### config.mk
export PLATFORM = sky130hd
export DESIGN_NAME = rate_limited_event_fifo
export DESIGN_NICKNAME = d
export VERILOG_FILES = /design/src/design/rlef_pkg.sv /design/src/design/rate_limited_event_fifo.sv /design/src/design/rlef_ram.sv
export SDC_FILE = /design/constraint.sdc
export NUM_CORES = 1
export LEC_CHECK = 0
export ABC_AREA = 1
export BUFFER_PORTS_ARGS = -buffer_cell sky130_fd_sc_hd__buf_2
export CAP_MARGIN = 15
export CORE_UTILIZATION = 60
export DETAILED_ROUTE_END_ITERATION = 8
export PLACE_DENSITY = 0.78
export SLEW_MARGIN = 20
export SYNTH_ARGS = -nofsm -noshare
export SYNTH_HDL_FRONTEND = slang
export SYNTH_SLANG_ARGS = --single-unit
### constraint.sdc
create_clock -name clk -period 5.7 [get_ports clk]
set_clock_uncertainty 0.1 [all_clocks]
set_input_delay 0.285 -clock clk [delete_from_list [all_inputs] [get_ports clk]]
set_output_delay 0.285 -clock clk [all_outputs]
set_load 0.02 [all_outputs]
### src/design/rlef_pkg.sv
// Shared constants, codes and types of the rate-limited event FIFO.
`default_nettype none
package rlef_pkg;

    localparam int QUEUE_DEPTH = 16;
    localparam int EVENT_WIDTH = 32;
    localparam int PTR_W       = (QUEUE_DEPTH > 1) ? $clog2(QUEUE_DEPTH) : 1;
    localparam int CNT_W       = $clog2(QUEUE_DEPTH + 1);

    localparam int MAX_TAKE    = 16;
    localparam int TAKE_W      = 5;
    localparam int CMP_W       = (CNT_W > TAKE_W) ? CNT_W : TAKE_W;

    localparam int WIN_W       = 16;
    localparam int LIMIT_W     = 8;
    localparam int STATUS_W    = 3;
    localparam int OCC_W       = 5;
    localparam int IN_DATA_W   = 40;
    localparam int OUT_DATA_W  = 40;

    localparam logic [WIN_W-1:0]   WINDOW_RESET = 16'd1000;
    localparam logic [LIMIT_W-1:0] LIMIT_RESET  = 8'd10;
    localparam logic [WIN_W-1:0]   ELAPSED_MAX  = 16'hFFFF;

    typedef enum logic [1:0] {
        OP_TICK    = 2'd0,
        OP_ENQUEUE = 2'd1,
        OP_DEQUEUE = 2'd2
    } op_t;

    typedef enum logic [STATUS_W-1:0] {
        ST_STORED       = 3'd0,
        ST_DROP_FULL    = 3'd1,
        ST_DROP_RATE    = 3'd2,
        ST_DELIVERED    = 3'd3,
        ST_NONE_DELIVER = 3'd4
    } status_t;

    typedef enum logic {
        CFG_WINDOW_LEN = 1'b0,
        CFG_MAX_EVENTS = 1'b1
    } cfg_index_t;

    typedef enum logic {
        S_IDLE    = 1'b0,
        S_DRAIN   = 1'b1
    } state_t;

endpackage
`default_nettype wire

### src/design/rate_limited_event_fifo.sv
// Top level of the rate-limited event FIFO: control, window counters and output register.
// Idle handles ticks and enqueues; an enqueue's result is valid the cycle after its transfer.
// A dequeue that delivers nothing answers from idle. Otherwise it moves to the drain state,
// which delivers one event each time the output register is free, through that register.
// Input waits while a dequeue drains or while the output register holds a result not taken.
// Reset (rst_n low, async) empties the queue, closes the window, restores 1000 and 10.
`default_nettype none
module rate_limited_event_fifo (
    input  wire logic                             clk,
    input  wire logic                             rst_n,
    // Input items.
    input  wire logic                             s_axis_tvalid,
    output logic                                  s_axis_tready,
    input  wire logic [rlef_pkg::IN_DATA_W-1:0]   s_axis_tdata,  // event_word[31:0], max_take[36:32]
    input  wire logic [1:0]                       s_axis_tuser,  // operation[1:0]
    // Result items.
    output logic                                  m_axis_tvalid,
    input  wire logic                             m_axis_tready,
    output logic      [rlef_pkg::OUT_DATA_W-1:0]  m_axis_tdata,  // event_out[31:0], occupancy[36:32]
    output logic      [rlef_pkg::STATUS_W-1:0]    m_axis_tuser,  // status[2:0]
    output logic                                  m_axis_tlast,
    // Configuration writes.
    input  wire logic                             cfg_valid,
    output logic                                  cfg_ready,
    input  wire logic                             cfg_index,
    input  wire logic [15:0]                      cfg_data
);
    import rlef_pkg::*;

    state_t                  state_reg, state_next;
    logic [PTR_W-1:0]        rd_ptr_reg, rd_ptr_next;
    logic [PTR_W-1:0]        wr_ptr_reg, wr_ptr_next;
    logic [CNT_W-1:0]        held_reg, held_next;
    logic                    win_open_reg, win_open_next;
    logic [WIN_W-1:0]        elapsed_reg, elapsed_next;
    logic [LIMIT_W-1:0]      admitted_reg, admitted_next;
    logic [TAKE_W-1:0]       remain_reg, remain_next;
    logic [WIN_W-1:0]        win_len_reg;
    logic [LIMIT_W-1:0]      limit_reg;

    logic                    out_valid_reg, out_valid_next;
    status_t                 out_status_reg, out_status_next;
    logic [EVENT_WIDTH-1:0]  out_event_reg, out_event_next;
    logic                    out_last_reg, out_last_next;
    logic [OCC_W-1:0]        out_occ_reg, out_occ_next;

    logic                    in_xfer;
    logic                    out_free;
    logic                    ram_we;
    logic [EVENT_WIDTH-1:0]  ram_rdata;

    logic [EVENT_WIDTH-1:0]  in_event;
    logic [TAKE_W-1:0]       in_take;
    logic [TAKE_W-1:0]       take_clamp;
    logic                    win_restart;
    logic [LIMIT_W-1:0]      admitted_eff;

    assign in_event   = s_axis_tdata[EVENT_WIDTH-1:0];
    assign in_take    = s_axis_tdata[EVENT_WIDTH +: TAKE_W];
    assign take_clamp = (in_take > TAKE_W'(MAX_TAKE)) ? TAKE_W'(MAX_TAKE) : in_take;

    assign out_free      = !out_valid_reg || m_axis_tready;
    assign s_axis_tready = (state_reg == S_IDLE) && out_free;
    assign in_xfer       = s_axis_tvalid && s_axis_tready;
    assign cfg_ready     = 1'b1;

    assign win_restart  = !win_open_reg || (elapsed_reg >= win_len_reg);
    assign admitted_eff = win_restart ? '0 : admitted_reg;

    // The read port always follows the next read pointer, so its data is the oldest event.
    rlef_ram #(
        .DEPTH (QUEUE_DEPTH),
        .WIDTH (EVENT_WIDTH)
    ) u_store (
        .clk   (clk),
        .we    (ram_we),
        .waddr (wr_ptr_reg),
        .wdata (in_event),
        .raddr (rd_ptr_next),
        .rdata (ram_rdata)
    );

    always_comb
    begin
        state_next      = state_reg;
        rd_ptr_next     = rd_ptr_reg;
        wr_ptr_next     = wr_ptr_reg;
        held_next       = held_reg;
        win_open_next   = win_open_reg;
        elapsed_next    = elapsed_reg;
        admitted_next   = admitted_reg;
        remain_next     = remain_reg;
        out_valid_next  = out_valid_reg && !m_axis_tready;
        out_status_next = out_status_reg;
        out_event_next  = out_event_reg;
        out_last_next   = out_last_reg;
        out_occ_next    = out_occ_reg;
        ram_we          = 1'b0;

        case (state_reg)
            S_IDLE:
            begin
                if (in_xfer)
                begin
                    case (s_axis_tuser)
                        OP_TICK:
                        begin
                            if (win_open_reg && (elapsed_reg != ELAPSED_MAX))
                            begin
                                elapsed_next = elapsed_reg + 1'b1;
                            end
                        end
                        OP_ENQUEUE:
                        begin
                            out_valid_next = 1'b1;
                            out_event_next = '0;
                            out_last_next  = 1'b1;
                            out_occ_next   = OCC_W'(held_reg);
                            if (held_reg == CNT_W'(QUEUE_DEPTH))
                            begin
                                out_status_next = ST_DROP_FULL;
                            end
                            else
                            begin
                                if (win_restart)
                                begin
                                    win_open_next = 1'b1;
                                    elapsed_next  = '0;
                                    admitted_next = '0;
                                end
                                if (admitted_eff >= limit_reg)
                                begin
                                    out_status_next = ST_DROP_RATE;
                                end
                                else
                                begin
                                    admitted_next   = admitted_eff + 1'b1;
                                    ram_we          = 1'b1;
                                    wr_ptr_next     = (wr_ptr_reg == PTR_W'(QUEUE_DEPTH - 1))
                                                      ? '0 : wr_ptr_reg + 1'b1;
                                    held_next       = held_reg + 1'b1;
                                    out_status_next = ST_STORED;
                                    out_occ_next    = OCC_W'(held_reg + 1'b1);
                                end
                            end
                        end
                        OP_DEQUEUE:
                        begin
                            if ((take_clamp == '0) || (held_reg == '0))
                            begin
                                out_valid_next  = 1'b1;
                                out_status_next = ST_NONE_DELIVER;
                                out_event_next  = '0;
                                out_last_next   = 1'b1;
                                out_occ_next    = OCC_W'(held_reg);
                            end
                            else
                            begin
                                state_next  = S_DRAIN;
                                remain_next = (CMP_W'(held_reg) < CMP_W'(take_clamp))
                                              ? TAKE_W'(held_reg) : take_clamp;
                            end
                        end
                        default:
                        begin
                        end
                    endcase
                end
            end
            S_DRAIN:
            begin
                if (out_free)
                begin
                    out_valid_next  = 1'b1;
                    out_status_next = ST_DELIVERED;
                    out_event_next  = ram_rdata;
                    out_last_next   = (remain_reg == TAKE_W'(1));
                    out_occ_next    = OCC_W'(held_reg - 1'b1);
                    held_next       = held_reg - 1'b1;
                    rd_ptr_next     = (rd_ptr_reg == PTR_W'(QUEUE_DEPTH - 1))
                                      ? '0 : rd_ptr_reg + 1'b1;
                    remain_next     = remain_reg - 1'b1;
                    if (remain_reg == TAKE_W'(1))
                    begin
                        state_next = S_IDLE;
                    end
                end
            end
            default:
            begin
                state_next = S_IDLE;
            end
        endcase
    end

    always_ff @(posedge clk or negedge rst_n)
    begin
        if (!rst_n)
        begin
            state_reg     <= S_IDLE;
            rd_ptr_reg    <= '0;
            wr_ptr_reg    <= '0;
            held_reg      <= '0;
            win_open_reg  <= 1'b0;
            elapsed_reg   <= '0;
            admitted_reg  <= '0;
            remain_reg    <= '0;
            out_valid_reg <= 1'b0;
        end
        else
        begin
            state_reg     <= state_next;
            rd_ptr_reg    <= rd_ptr_next;
            wr_ptr_reg    <= wr_ptr_next;
            held_reg      <= held_next;
            win_open_reg  <= win_open_next;
            elapsed_reg   <= elapsed_next;
            admitted_reg  <= admitted_next;
            remain_reg    <= remain_next;
            out_valid_reg <= out_valid_next;
        end
    end

    always_ff @(posedge clk)
    begin
        out_status_reg <= out_status_next;
        out_event_reg  <= out_event_next;
        out_last_reg   <= out_last_next;
        out_occ_reg    <= out_occ_next;
    end

    always_ff @(posedge clk or negedge rst_n)
    begin
        if (!rst_n)
        begin
            win_len_reg <= WINDOW_RESET;
            limit_reg   <= LIMIT_RESET;
        end
        else if (cfg_valid && cfg_ready)
        begin
            case (cfg_index)
                CFG_WINDOW_LEN: win_len_reg <= cfg_data;
                CFG_MAX_EVENTS: limit_reg   <= cfg_data[LIMIT_W-1:0];
                default:
                begin
                end
            endcase
        end
    end

    assign m_axis_tvalid = out_valid_reg;
    assign m_axis_tuser  = out_status_reg;
    assign m_axis_tlast  = out_last_reg;
    assign m_axis_tdata  = {{(OUT_DATA_W - EVENT_WIDTH - OCC_W){1'b0}}, out_occ_reg, out_event_reg};

    // The queue never holds more events than it has entries.
    a_held_bound: assert property (@(posedge clk) disable iff (!rst_n)
        held_reg <= CNT_W'(QUEUE_DEPTH))
        else $error("held count above queue depth");

    // A drain only runs with events left to deliver.
    a_drain_nonempty: assert property (@(posedge clk) disable iff (!rst_n)
        (state_reg == S_DRAIN) |-> ((held_reg != '0) && (remain_reg != '0)))
        else $error("drain running on an empty queue");

    // Every accepted enqueue leaves a result in the output register.
    a_enqueue_result: assert property (@(posedge clk) disable iff (!rst_n)
        (in_xfer && (s_axis_tuser == OP_ENQUEUE)) |=> (out_valid_reg && out_last_reg))
        else $error("enqueue produced no result");

    // The final delivery of a drain returns control to idle.
    a_drain_ends: assert property (@(posedge clk) disable iff (!rst_n)
        ((state_reg == S_DRAIN) && out_free && (remain_reg == TAKE_W'(1)))
        |=> (state_reg == S_IDLE))
        else $error("drain did not end after last delivery");

endmodule
`default_nettype wire

### src/design/rlef_ram.sv
// Simple dual-port synchronous RAM with a registered read port.
`default_nettype none
module rlef_ram #(
    parameter int DEPTH = 16,
    parameter int WIDTH = 32
) (
    input  wire logic                                   clk,
    input  wire logic                                   we,
    input  wire logic [((DEPTH > 1) ? $clog2(DEPTH) : 1)-1:0] waddr,
    input  wire logic [WIDTH-1:0]                       wdata,
    input  wire logic [((DEPTH > 1) ? $clog2(DEPTH) : 1)-1:0] raddr,
    output logic      [WIDTH-1:0]                       rdata
);

    logic [WIDTH-1:0] mem [DEPTH];

    always_ff @(posedge clk)
    begin
        if (we)
        begin
            mem[waddr] <= wdata;
        end
    end

    always_ff @(posedge clk)
    begin
        rdata <= mem[raddr];
    end

endmodule
`default_nettype wire

==> flow_summary.toml <==
[clocking]
cts_root_buffer = "clkbuf_16"
ctsResizeCount = 0
clock_latency_ns = 0.58
post_cts_buffers = 0
cts_buffers = 66
cts_sinks = 654
htreeDepth = 3
cts.path.max_buffers = 3
clk_pin_slew_ns = 0.06
cts_tree = "done"
cts_hold_buffers = 45

[pwr]
p_sw_uw = 5240
leakage_uw = 0.0119
ir_drop_mv = 0.496
p_per_area_nw_per_um2 = 475
p_clk_frac = 0.291
switching_share = 0.351
seq_power_share = 0.387
combPwrFrac = 0.322
p_int_uw = 9680

[setup_path]
crit_arrival_ns = 5.13
cp-end-kind = "flop"
cp-start-kind = "flop"
worstPathMaxFanout = 22
required_ns = 5.86
worstSetupPathType = "flop to flop"

[yosys]
syn_avg_cell_area_um2 = 11.9
synth.most_common_cell = "edfxtp_1"
synth_edf_count = 553
async_flop_share = 0.106
synth_cells = 2313
yosysSeqAreaShare = 0.690
synth_common_cells = "edfxtp_1 (553), nand2_1 (341), inv_1 (261)"
synth_cell_type_count = 42
syn_area_um2 = 27500
synth_top_cell_area_share = 0.604
ys_seq_elements = 654
synthTopCellsByArea = "edfxtp_1 (60%), o211ai_1 (7.1%), dfrtp_1 (5.5%)"
ys.flop_type = "edfxtp_1"
yosysWarningCount = 0
synth_top_cell_by_area = "edfxtp_1"

[timing]
fin_ws_ns = 0.735
whs_ns = 0.0122
finalSetupViolations = 0
min_period_ns = 4.97
worstMarginPinSlew_ns = 0.952
tns_ns = 0
finalCritPeriodShare = 0.871
slew_violations = 0
rsz0062_at_grt = "false"
max_freq_mhz = 201
max_slew_margin = 0.365
hold_viol = 0

[route]
ant_nets = 0
drt-initial-drc-count = 2186
firstDrtPassIters = 7
drc_errors = 0
vias = 18624
drt-total-wl_mm = 64.5
routedWlPerCell_um = 20.9
vias_per_cell = 6.03

[run_status]
status = "finished, final reports clean"

[floorplan]
dieArea_um2 = 46700
io_pins = 111
start_util = 0.607
rows = 78
core_area_um2 = 45300
die_height_um = 216
die_w_um = 216

[grt]
grt_first_pass_wirelength_mm = 101
first_global_vias = 18757
overflow = 0
grt_max_degree = 188
grt.total_usage = 0.279
grt_antenna_before_repair = 1

[cells_and_area]
drive_above_1_share = 0.113
largest_reg_flops = 512
fill_cells = 3060
multiInputGateArea_um2 = 7050
area_growth_pct = 14.2
register_area_um2 = 19000
nets = 2544
final_area_um2 = 31400

[hold_path]
hold_class = "input pin to flop"

[place]
post-dp-hpwl_mm = 35.0
portBuffers = 103
routabilityCongestion = 0.875
place_ws_ns = 0.819
place_area_um2 = 28800

[flow_run]
maxCapViolCount = 0
[worst max-delay path: stages, from the launching register on]
cell and delay, ns:
dfstp_2 0.52, inv_1 0.05, ha_1 0.30, nand2_1 0.08, inv_1 0.04, o21ai_0 0.24, a21oi_1 0.11, nor2_1 0.40
nand2_1 0.32, nor2_1 0.25, ha_1 0.28, nand2_1 0.07, nand2_1 0.04, nand2_1 0.05, nand2_1 0.04, nand2_1 0.05
nand3_1 0.29, nor2_1 0.21, buf_4 0.21, nand2_1 0.24, nor2_4 0.45, buf_12 0.27
[metrics by stage]
stage               power, uW  utilization  std cells
global placement        10400        0.635       2924
global route            15700        0.694       3090
finish                  14900        0.694       3091
detailed placement      10500        0.635       2924
floorplan                9190            -       2315
CTS                     14900        0.693       3089
[worst paths after layout]
kind,from,cells past startpoint,slack (ns),end
hold / removal,s_axis_tdata[22],1,0.01,u_store.mem[13][22]
min in group asynchronous,rst_n,3,0.36,elapsed_reg[8]
setup reg to reg,win_len_reg[9],21,0.73,u_store.mem[9][6]
max in group asynchronous,rst_n,3,4.50,state_reg
hold reg to reg,u_store.rdata[2],2,0.38,out_event_reg[2]
setup / recovery,win_len_reg[9],21,0.73,u_store.mem[9][6]
[cells by family after synthesis]
group                      after synthesis  synth area share
DFF                                    654             0.690
AOI/OAI and AO/OA                      612             0.137
and+or+nand+nor                        579            0.0871
buffers and inverters                  403            0.0601
adders and majority gates               42            0.0191
xor gates and xnor gates                21           0.00669
other                                    2          0.000273
[metal layers]
metal / up-vias / global-route usage / share of wire
met4: 0 / 0.110 / 0.031
met3: 131 / 0.0386 / 0.073
met5: - / 0 / 0
met1: 9038 / 0.370 / 0.40
met2: 925 / 0.468 / 0.49
li1: 8530 / - / -
[cell type report]
| class | instances | area share |
|---|---|---|
| diodes | 1 | 0.0000797 |
| inverters | 265 | 0.0317 |
| repair buffers | 193 | 0.0465 |
| clock buffers | 93 | 0.0601 |
| clock inverters | 27 | 0.00888 |
| multi-input cells | 1258 | 0.225 |
| well taps | 600 | 0.0239 |
| flip-flops and latches | 654 | 0.604 |
[cell usage in the layout (no fill, tap or decap), types with 19 or more instances in the layout]
master         synthesis  layout
buf_4                  8      33
clkbuf_1              33      19
clkbuf_16              0      71
dlygate4sd3_1          0      45
a21oi_1              166     166
o211ai_1             260     260
o21ai_0              109     109
edfxtp_1             553     553
inv_1                261     260
nor2_1                95      79
ha_1                  42      42
dfrtp_1               61      60
o21ai_1               60      60
buf_2                 88     103
nand2_1              341     339
dfxtp_1               32      32
nand3_1              115     115
[power by group through the flow]
stage | clock network [uW] | registers (uW) | logic (uW)
4_1_cts | 4390 | 5780 | 4760
6_report | 4340 | 5780 | 4800
2_1_floorplan | 0 | 5990 | 3200
5_1_grt | 4570 | 5810 | 5270
3_3_place_gp | 0 | 5860 | 4520
3_5_place_dp | 0 | 5870 | 4670
Note: power is estimated with default switching activity, not from simulation.
